### config.mk
export PLATFORM = sky130hd
export DESIGN_NAME = moving_two_color_band
export DESIGN_NICKNAME = d
export VERILOG_FILES = /design/src/hdl/mtcb_pkg.sv /design/src/hdl/moving_two_color_band.sv
export SDC_FILE = /design/constraint.sdc
export NUM_CORES = 1
export LEC_CHECK = 0
export ABC_CLOCK_PERIOD_IN_PS = 15600
export BUFFER_PORTS_ARGS = -buffer_cell sky130_fd_sc_hd__buf_4
export CAP_MARGIN = 20
export CORE_UTILIZATION = 53
export CTS_BUF_LIST = sky130_fd_sc_hd__clkbuf_8
export DETAILED_ROUTE_END_ITERATION = 10
export PLACE_DENSITY = 0.7
export RECOVER_POWER = 100
export SETUP_SLACK_MARGIN = 0.15
export SLEW_MARGIN = 25
export SYNTH_ARGS = -nofsm -noshare
export SYNTH_HDL_FRONTEND = slang
export SYNTH_SLANG_ARGS = --single-unit
export TNS_END_PERCENT = 20
### constraint.sdc
create_clock -name clock -period 15.6 [get_ports clock]
set_input_delay 3.12 -clock clock [delete_from_list [all_inputs] [get_ports clock]]
set_output_delay 3.12 -clock clock [all_outputs]
set_load 0.05 [all_outputs]
### src/hdl/mtcb_pkg.sv
`default_nettype none

package mtcb_pkg;

   // Register indexes on the CSR port (byte address = 4 * index)
   localparam int unsigned REG_W = 3;
   localparam logic [REG_W-1:0] REG_FIRST_COLOR  = 3'd0;
   localparam logic [REG_W-1:0] REG_SECOND_COLOR = 3'd1;
   localparam logic [REG_W-1:0] REG_FIRST_WIDTH  = 3'd2;
   localparam logic [REG_W-1:0] REG_SECOND_WIDTH = 3'd3;
   localparam logic [REG_W-1:0] REG_FADE_LENGTH  = 3'd4;
   localparam logic [REG_W-1:0] REG_LED_COUNT    = 3'd5;

   // Reset values of the registers
   localparam logic [23:0] RST_FIRST_COLOR  = 24'hFF0A0A;
   localparam logic [23:0] RST_SECOND_COLOR = 24'h323232;
   localparam logic [7:0]  RST_FIRST_WIDTH  = 8'd7;
   localparam logic [7:0]  RST_SECOND_WIDTH = 8'd7;
   localparam logic [5:0]  RST_FADE_LENGTH  = 6'd3;
   localparam logic [6:0]  RST_LED_COUNT    = 7'd64;

   // Step addresses of the control program
   localparam int unsigned PC_W = 3;
   localparam logic [PC_W-1:0] PC_IDLE     = 3'd0;
   localparam logic [PC_W-1:0] PC_MOD_INIT = 3'd1;
   localparam logic [PC_W-1:0] PC_MOD_STEP = 3'd2;
   localparam logic [PC_W-1:0] PC_SET_POS  = 3'd3;
   localparam logic [PC_W-1:0] PC_CLASSIFY = 3'd4;
   localparam logic [PC_W-1:0] PC_DIV_STEP = 3'd5;
   localparam logic [PC_W-1:0] PC_EMIT     = 3'd6;
   localparam logic [PC_W-1:0] PC_DONE     = 3'd7;

   // Datapath operations
   localparam logic [2:0] OP_NONE     = 3'd0;
   localparam logic [2:0] OP_MOD_INIT = 3'd1;
   localparam logic [2:0] OP_MOD_STEP = 3'd2;
   localparam logic [2:0] OP_SET_POS  = 3'd3;
   localparam logic [2:0] OP_CLASSIFY = 3'd4;
   localparam logic [2:0] OP_DIV_STEP = 3'd5;
   localparam logic [2:0] OP_EMIT     = 3'd6;

   // Jump conditions
   localparam logic [2:0] C_NEVER    = 3'd0;
   localparam logic [2:0] C_ALWAYS   = 3'd1;
   localparam logic [2:0] C_NO_START = 3'd2;
   localparam logic [2:0] C_CNT_NZ   = 3'd3;
   localparam logic [2:0] C_NO_LEDS  = 3'd4;
   localparam logic [2:0] C_SOLID    = 3'd5;
   localparam logic [2:0] C_NOT_LAST = 3'd6;

   typedef struct packed {
      logic [2:0]      op;
      logic [2:0]      cond;
      logic            wait_out;
      logic [PC_W-1:0] target;
   } ctrl_word_type;

   function automatic ctrl_word_type ucode_rom(input logic [PC_W-1:0] pc);
      ctrl_word_type w;
      w.op       = OP_NONE;
      w.cond     = C_ALWAYS;
      w.wait_out = 1'b0;
      w.target   = PC_IDLE;
      unique case (pc)
         PC_IDLE: begin
            w.cond = C_NO_START;
         end
         PC_MOD_INIT: begin
            w.op   = OP_MOD_INIT;
            w.cond = C_NEVER;
         end
         PC_MOD_STEP: begin
            w.op     = OP_MOD_STEP;
            w.cond   = C_CNT_NZ;
            w.target = PC_MOD_STEP;
         end
         PC_SET_POS: begin
            w.op   = OP_SET_POS;
            w.cond = C_NO_LEDS;
         end
         PC_CLASSIFY: begin
            w.op     = OP_CLASSIFY;
            w.cond   = C_SOLID;
            w.target = PC_EMIT;
         end
         PC_DIV_STEP: begin
            w.op     = OP_DIV_STEP;
            w.cond   = C_CNT_NZ;
            w.target = PC_DIV_STEP;
         end
         PC_EMIT: begin
            w.op       = OP_EMIT;
            w.cond     = C_NOT_LAST;
            w.wait_out = 1'b1;
            w.target   = PC_CLASSIFY;
         end
         PC_DONE: begin
            w.cond = C_ALWAYS;
         end
         default: begin
            w.cond = C_ALWAYS;
         end
      endcase
      return w;
   endfunction

endpackage

`default_nettype wire

### src/hdl/moving_two_color_band.sv
// Moving two-color band renderer. Each accepted request word with frame_request set
// renders one frame: one word per LED (index, red, green, blue, last flag), LED 0 first,
// the final one flagged; a request word with frame_request clear is taken and dropped.
// A small microcode program drives the datapath: each frame starts with a setup pass (an
// 11-step shift-subtract reduction of the phase modulo the band period); an LED in a solid
// zone is then emitted directly, while in a blend zone the three channels of an LED go
// through an 8-step restoring divider in parallel; result-side stalls hold the emit step.
// A new request is taken only when the previous frame has been fully issued. CSR writes
// are expected only between frames.
`default_nettype none

module moving_two_color_band #(
   parameter int unsigned MAX_LEDS = 64
) (
   input  wire logic        clock,
   input  wire logic        reset,

   input  wire logic        req_valid,
   output logic             req_stall,
   input  wire logic        req_frame_request,

   output logic             rsp_valid,
   input  wire logic        rsp_stall,
   output logic [5:0]       rsp_led_index,
   output logic [7:0]       rsp_red,
   output logic [7:0]       rsp_green,
   output logic [7:0]       rsp_blue,
   output logic             rsp_last_of_frame,

   input  wire logic        csr_psel,
   input  wire logic        csr_penable,
   input  wire logic        csr_pwrite,
   input  wire logic [4:0]  csr_paddr,
   input  wire logic [31:0] csr_pwdata,
   output logic [31:0]      csr_prdata,
   output logic             csr_pready
);

   // ---------------- CSR registers ----------------
   logic [23:0] color1_ff, color2_ff;
   logic [7:0]  width1_ff, width2_ff;
   logic [5:0]  fade_ff;
   logic [6:0]  led_count_ff;
   logic                           csr_wr;
   logic [mtcb_pkg::REG_W-1:0]     csr_idx;

   assign csr_pready = 1'b1;
   assign csr_wr     = csr_psel && csr_penable && csr_pwrite;
   assign csr_idx    = csr_paddr[4:2];

   always_ff @(posedge clock) begin
      if (reset) begin
         color1_ff    <= mtcb_pkg::RST_FIRST_COLOR;
         color2_ff    <= mtcb_pkg::RST_SECOND_COLOR;
         width1_ff    <= mtcb_pkg::RST_FIRST_WIDTH;
         width2_ff    <= mtcb_pkg::RST_SECOND_WIDTH;
         fade_ff      <= mtcb_pkg::RST_FADE_LENGTH;
         led_count_ff <= mtcb_pkg::RST_LED_COUNT;
      end else if (csr_wr) begin
         unique case (csr_idx)
            mtcb_pkg::REG_FIRST_COLOR:  color1_ff    <= csr_pwdata[23:0];
            mtcb_pkg::REG_SECOND_COLOR: color2_ff    <= csr_pwdata[23:0];
            mtcb_pkg::REG_FIRST_WIDTH:  width1_ff    <= csr_pwdata[7:0];
            mtcb_pkg::REG_SECOND_WIDTH: width2_ff    <= csr_pwdata[7:0];
            mtcb_pkg::REG_FADE_LENGTH:  fade_ff      <= csr_pwdata[5:0];
            mtcb_pkg::REG_LED_COUNT:    led_count_ff <= csr_pwdata[6:0];
            default: ;
         endcase
      end
   end

   always_comb begin
      unique case (csr_idx)
         mtcb_pkg::REG_FIRST_COLOR:  csr_prdata = {8'd0, color1_ff};
         mtcb_pkg::REG_SECOND_COLOR: csr_prdata = {8'd0, color2_ff};
         mtcb_pkg::REG_FIRST_WIDTH:  csr_prdata = {24'd0, width1_ff};
         mtcb_pkg::REG_SECOND_WIDTH: csr_prdata = {24'd0, width2_ff};
         mtcb_pkg::REG_FADE_LENGTH:  csr_prdata = {26'd0, fade_ff};
         mtcb_pkg::REG_LED_COUNT:    csr_prdata = {25'd0, led_count_ff};
         default:                    csr_prdata = 32'd0;
      endcase
   end

   // ---------------- band geometry ----------------
   logic [9:0] period;
   logic       period_zero;
   logic [6:0] n_sat;
   logic [6:0] max_leds;

   assign period      = 10'(width1_ff) + 10'(width2_ff) + {3'd0, fade_ff, 1'b0};
   assign period_zero = (period == 10'd0);
   assign max_leds    = 7'(MAX_LEDS);
   assign n_sat       = (led_count_ff > max_leds) ? max_leds : led_count_ff;

   // ---------------- datapath registers ----------------
   logic [mtcb_pkg::PC_W-1:0] pc_ff, pc_in;
   logic [3:0]  cnt_ff, cnt_in;
   logic [10:0] rem_ff, rem_in;
   logic [10:0] dvd_ff, dvd_in;
   logic [9:0]  phase_ff, phase_in;
   logic [9:0]  pos_ff, pos_in;
   logic [6:0]  led_ff, led_in;
   logic [6:0]  n_ff, n_in;
   logic [13:0] dsh_ff, dsh_in;
   logic [13:0] num_ff [3];
   logic [13:0] num_in [3];
   logic [7:0]  quo_ff [3];
   logic [7:0]  quo_in [3];

   logic        rsp_valid_ff, rsp_valid_in;
   logic [5:0]  rsp_idx_ff, rsp_idx_in;
   logic [7:0]  rsp_r_ff, rsp_r_in, rsp_g_ff, rsp_g_in, rsp_b_ff, rsp_b_in;
   logic        rsp_last_ff, rsp_last_in;

   // ---------------- position classification ----------------
   logic [9:0]  lim1, lim2, lim3;
   logic        in_c1, in_f1, in_c2, solid;
   logic [5:0]  step_k;
   logic [6:0]  div_d, div_dk;
   logic [23:0] solid_color, blend_a, blend_b;
   logic [14:0] prod_a [3];
   logic [14:0] prod_b [3];

   assign lim1   = 10'(width1_ff);
   assign lim2   = lim1 + 10'(fade_ff);
   assign lim3   = lim2 + 10'(width2_ff);
   assign in_c1  = (pos_ff <= lim1);
   assign in_f1  = (pos_ff <= lim2);
   assign in_c2  = (pos_ff <= lim3);
   assign solid  = in_c1 || (!in_f1 && in_c2);
   assign step_k = in_f1 ? 6'(pos_ff - lim1) : 6'(pos_ff - lim3);
   assign div_d  = 7'(fade_ff) + 7'd1;
   assign div_dk = div_d - 7'(step_k);
   assign solid_color = in_c1 ? color1_ff : color2_ff;
   assign blend_a     = in_f1 ? color1_ff : color2_ff;
   assign blend_b     = in_f1 ? color2_ff : color1_ff;

   always_comb begin
      for (int j = 0; j < 3; j++) begin
         prod_a[j] = 15'(blend_a[23-8*j -: 8]) * 15'(div_dk);
         prod_b[j] = 15'(blend_b[23-8*j -: 8]) * 15'(step_k);
      end
   end

   // ---------------- sequencer ----------------
   mtcb_pkg::ctrl_word_type cw;
   logic       hold, jump, last_led;
   logic [10:0] rem_sh;
   logic        rem_ge;
   logic [9:0]  pos_start, pos_inc;

   assign cw       = mtcb_pkg::ucode_rom(pc_ff);
   assign hold     = cw.wait_out && rsp_valid_ff && rsp_stall;
   assign last_led = ((led_ff + 7'd1) == n_ff);
   assign req_stall = (pc_ff != mtcb_pkg::PC_IDLE);

   assign rem_sh    = {rem_ff[9:0], dvd_ff[10]};
   assign rem_ge    = (rem_sh >= {1'b0, period});
   assign pos_start = period_zero ? 10'd0 : rem_ff[9:0];
   assign pos_inc   = pos_ff + 10'd1;

   always_comb begin
      unique case (cw.cond)
         mtcb_pkg::C_NEVER:    jump = 1'b0;
         mtcb_pkg::C_ALWAYS:   jump = 1'b1;
         mtcb_pkg::C_NO_START: jump = !(req_valid && req_frame_request);
         mtcb_pkg::C_CNT_NZ:   jump = (cnt_ff != 4'd0);
         mtcb_pkg::C_NO_LEDS:  jump = (n_sat == 7'd0);
         mtcb_pkg::C_SOLID:    jump = solid;
         mtcb_pkg::C_NOT_LAST: jump = !last_led;
         default:              jump = 1'b1;
      endcase
   end

   always_comb begin
      pc_in    = hold ? pc_ff : (jump ? cw.target : pc_ff + mtcb_pkg::PC_W'(1));
      cnt_in   = cnt_ff;
      rem_in   = rem_ff;
      dvd_in   = dvd_ff;
      phase_in = phase_ff;
      pos_in   = pos_ff;
      led_in   = led_ff;
      n_in     = n_ff;
      dsh_in   = dsh_ff;
      num_in   = num_ff;
      quo_in   = quo_ff;

      // drop the output word once taken
      rsp_valid_in = rsp_valid_ff && rsp_stall;
      rsp_idx_in   = rsp_idx_ff;
      rsp_r_in     = rsp_r_ff;
      rsp_g_in     = rsp_g_ff;
      rsp_b_in     = rsp_b_ff;
      rsp_last_in  = rsp_last_ff;

      if (!hold) begin
         unique case (cw.op)
            mtcb_pkg::OP_NONE: ;
            mtcb_pkg::OP_MOD_INIT: begin
               rem_in = 11'd0;
               dvd_in = 11'(phase_ff) + 11'd1;
               cnt_in = 4'd10;
            end
            mtcb_pkg::OP_MOD_STEP: begin
               rem_in = rem_ge ? rem_sh - {1'b0, period} : rem_sh;
               dvd_in = {dvd_ff[9:0], 1'b0};
               cnt_in = cnt_ff - 4'd1;
            end
            mtcb_pkg::OP_SET_POS: begin
               // (phase + 1) mod P is both LED 0's position and the next phase
               pos_in   = pos_start;
               phase_in = pos_start;
               led_in   = 7'd0;
               n_in     = n_sat;
            end
            mtcb_pkg::OP_CLASSIFY: begin
               if (solid) begin
                  for (int j = 0; j < 3; j++) quo_in[j] = solid_color[23-8*j -: 8];
               end else begin
                  for (int j = 0; j < 3; j++) num_in[j] = 14'(prod_a[j] + prod_b[j]);
                  dsh_in = {div_d, 7'd0};
                  cnt_in = 4'd7;
               end
            end
            mtcb_pkg::OP_DIV_STEP: begin
               for (int j = 0; j < 3; j++) begin
                  if (num_ff[j] >= dsh_ff) begin
                     num_in[j] = num_ff[j] - dsh_ff;
                     quo_in[j] = {quo_ff[j][6:0], 1'b1};
                  end else begin
                     quo_in[j] = {quo_ff[j][6:0], 1'b0};
                  end
               end
               dsh_in = {1'b0, dsh_ff[13:1]};
               cnt_in = cnt_ff - 4'd1;
            end
            mtcb_pkg::OP_EMIT: begin
               rsp_valid_in = 1'b1;
               rsp_idx_in   = led_ff[5:0];
               rsp_r_in     = quo_ff[0];
               rsp_g_in     = quo_ff[1];
               rsp_b_in     = quo_ff[2];
               rsp_last_in  = last_led;
               led_in       = led_ff + 7'd1;
               pos_in       = (period_zero || pos_inc == period) ? 10'd0 : pos_inc;
            end
            default: ;
         endcase
      end
   end

   always_ff @(posedge clock) begin
      if (reset) begin
         pc_ff        <= mtcb_pkg::PC_IDLE;
         phase_ff     <= 10'd0;
         rsp_valid_ff <= 1'b0;
      end else begin
         pc_ff        <= pc_in;
         phase_ff     <= phase_in;
         rsp_valid_ff <= rsp_valid_in;
      end
   end

   always_ff @(posedge clock) begin
      cnt_ff      <= cnt_in;
      rem_ff      <= rem_in;
      dvd_ff      <= dvd_in;
      pos_ff      <= pos_in;
      led_ff      <= led_in;
      n_ff        <= n_in;
      dsh_ff      <= dsh_in;
      num_ff      <= num_in;
      quo_ff      <= quo_in;
      rsp_idx_ff  <= rsp_idx_in;
      rsp_r_ff    <= rsp_r_in;
      rsp_g_ff    <= rsp_g_in;
      rsp_b_ff    <= rsp_b_in;
      rsp_last_ff <= rsp_last_in;
   end

   assign rsp_valid         = rsp_valid_ff;
   assign rsp_led_index     = rsp_idx_ff;
   assign rsp_red           = rsp_r_ff;
   assign rsp_green         = rsp_g_ff;
   assign rsp_blue          = rsp_b_ff;
   assign rsp_last_of_frame = rsp_last_ff;

endmodule

`default_nettype wire

==> results.sh <==
export IMPL_drt_pre_antenna_iters=6
export IMPL_syn_area_per_cell_um2=9.12
export IMPL_fin_setup_tns_ns=0
export IMPL_path_clk_slew_ns=0.06
export IMPL_pin_count_of_the_biggest_net_entering_global_routing=76
export IMPL_worst_setup_path_end_kind="flop"
export IMPL_synth_cells_most_frequent="inv_1, nand2_1, ha_1"
export IMPL_clockBufferDepth=3
export IMPL_crit_fanout=64
export IMPL_clock_sinks=251
export IMPL_vias_per_cell=5.70
export IMPL_fin_worst_skew_ns=0.0296
export IMPL_layout_cell_area_non_filler_um2=28100
export IMPL_first_pass_grt_wire_length_um=113000
export IMPL_placed_area_um2=27600
export IMPL_initial_util_pct=53.7
export IMPL_timing_slew_headroom_pct=-129
export IMPL_drtAntennaViolNets=0
export IMPL_critical_path_max_stage_delay_ns=1.04
export IMPL_gp_congestion=0.960
export IMPL_count_of_vias_placed_by_the_detailed_router=20700
export IMPL_die_x_um=225
export IMPL_slowest_stage="fa_1"
export IMPL_critical_path_startpoint_type="flop"
export IMPL_cell_repeated_most_along_the_worst_path="fa_1"
export IMPL_cts_tree="yes"
export IMPL_numCtsBuffers=44
export IMPL_critical_path_class="reg2reg"
export IMPL_syn_area_um2=26300
export IMPL_nets=3483
export IMPL_clockRootBuffer="clkbuf_8"
export IMPL_worst_hold_startpoint="quo_ff[15]"
export IMPL_drive_above_1_share_pct=6.05
export IMPL_yosys_warnings=0
export IMPL_final_period_minus_worst_setup_slack_ns=13.90
export IMPL_detailroute_wirelength_met2_um=33100
export IMPL_route_top_layer_used="met4"
export IMPL_cts_setup_buffers=0
export IMPL_top_level_i_o_count=111
export IMPL_worst_path_buf_inv=9
export IMPL_syn_inst=2882
export IMPL_synth_most_common_cell="inv_1"
export IMPL_track_usage_pct=28.9
export IMPL_remaining_drc_errors=0
export IMPL_die_h_um=225
export IMPL_critPathTopFamily="adder cells"
export IMPL_antenna_violations_before_repair=1
export IMPL_io_buffers=91
export IMPL_reg2reg_from="fade_ff[0]"
export IMPL_met3_length_um=5970
export IMPL_async_flop_share_pct=0
export IMPL_htreeDepth=2
export IMPL_routed_wire_length_per_instance_um=19.4
export IMPL_timing_critical_path_required_ns=15.85
export IMPL_num_rows=81
export IMPL_crit_start="fade_ff[0]"
export IMPL_netlist_top_cell_by_area="edfxtp_1"
export IMPL_post_synth_edffs=160
export IMPL_holdCritPathClass="reg2reg"
export IMPL_drt_initial_drc_count=1773
export IMPL_synth_seq_cells=251
export IMPL_synth_main_ff_cell="edfxtp_1"
export IMPL_die_outline_area_um2=50500
export IMPL_endpoint_arrival_time_on_the_critical_path_ns=14.15
export IMPL_drt_met1_wl_um=29300
export IMPL_share_of_synthesized_area_occupied_by_flip_flops_and_latches_pct=25.2
export IMPL_ys_top_cells_by_area="edfxtp_1, fa_1, ha_1, dfxtp_1, inv_1"
export IMPL_synthDominantCellAreaShare_pct=18.3
export IMPL_place_hpwl_um=55000
export IMPL_global_route_overflow_total=0
export IMPL_slew_violations=256
export IMPL_grt_setup_unrepaired="false"
export IMPL_result_of_the_run="finished, violations left"
export IMPL_area_growth_synth_to_final_pct=6.99
export IMPL_insertion_delay_ns=0.65
export IMPL_final_util_pct=57.5
export IMPL_report_final_setup_viol=0
export IMPL_number_of_gates_given_a_new_drive_strength_after_cts=0
export IMPL_failed_checks="max-capacitance violations, max-slew violations"
export IMPL_core_area_um2=49000
export IMPL_achievable_frequency_mhz=71.9
export IMPL_holdBufCountCts=0
export IMPL_drv_cap=6
export IMPL_finalWirelength_um=70500
export IMPL_count_of_endpoints_failing_hold_in_the_final_timing_report=0
export IMPL_number_of_global_route_vias_before_repair=21200
export IMPL_final_min_period_over_clock_period_pct=89.1
export IMPL_netlist_cell_type_count=87
export IMPL_worst_slew_pin_slew_ns=3.43
-- cell usage in the layout (no fill, tap or decap), drive strengths merged, types with 8 or more instances in the layout --
cell type,n
edfxtp,160
a22o,17
mux2i,83
nand2,350
or3,8
nor4,10
ha,260
xnor2,91
a21o,36
nand2b,56
o21bai,9
nand4,13
nand3,77
fa,237
a21oi,121
o21a,19
clkbuf,116
mux2,34
o211ai,14
conb,9
a211oi,13
and3,13
a22oi,13
o21ai,121
and2,25
o31ai,19
clkinv,20
xor2,53
inv,446
dfxtp,91
or2,9
nor2,227
a32o,10
nor2b,45
buf,43
nor3,23
-- metrics by stage --
| step | setup slack, ns | cells | hold WS [ns] |
|---|---|---|---|
| 6_report | 1.70 | 3640 | 0.420 |
| 5_1_grt | 1.12 | 3639 | 0.433 |
| 4_1_cts | 2.31 | 3639 | 0.421 |
| 3_5_place_dp | 2.36 | 3559 | 0.407 |
| 3_3_place_gp | 2.47 | 3559 | 0.403 |
| 2_1_floorplan | 4.85 | 2889 | 0.400 |
-- registers in the layout (all words and copies together), names as in the netlist, 7 cells and up --
signal        count
num_ff           42
color1_ff        24
color2_ff        24
quo_ff           24
dsh_ff           14
dvd_ff           11
phase_ff         10
pos_ff           10
rem_ff           10
rsp_blue          8
rsp_green         8
rsp_red           8
width1_ff         8
width2_ff         8
led_count_ff      7
led_ff            7
n_ff              7
-- final cells by class --
| class | count | area [µm²] |
|---|---|---|
| fillers | 4385 | 20800 |
| inverters | 434 | 1630 |
| diodes | 1 | 2.50 |
| clock inverters | 34 | 201 |
| flip-flops and latches | 251 | 6630 |
| repair buffers | 113 | 586 |
| well taps | 664 | 831 |
| clock buffers | 46 | 633 |
| multi-input cells | 2097 | 17600 |
-- worst register-to-register path: cells and delay by family, from the launching register on --
kind                       cells  cell delay, ns
adders and majority gates     11            5.63
AOI/OAI and AO/OA             15            2.87
buffers and inverters          9            2.76
xor gates and xnor gates       2            0.79
and+or+nand+nor                4            0.74
DFF                            1            0.71
-- kinds of logic after synthesis --
kind of cell	count (synthesis)	share of synthesized area, %
buffers and inverters	541	8.06
muxes	119	4.79
other	2	0.0286
DFF	251	25.2
xor gates and xnor gates	147	5.13
AOI/OAI and AO/OA	438	10.7
and+or+nand+nor	887	15.6
adders and majority gates	497	30.4
-- metal layers --
layer,vias up,GRT usage (%)
met5,-,0
met1,10200,37.5
li1,9657,-
met3,128,6.78
met2,744,47.2
met4,0,10.1
-- path summary, 6_finish.rpt --
| path | depth (start not counted) | to | slack [ns] |
|---|---|---|---|
| max reg2reg | 41 | num_ff[12] | 1.70 |
| min | 0 | rsp_green[7] | 0.42 |
| min reg2reg | 0 | rsp_green[7] | 0.42 |
| max | 41 | num_ff[12] | 1.70 |
Power is left out: the tool's default activity adds up to more than one toggle a clock period on the data nets, which glitch-free logic cannot reach.
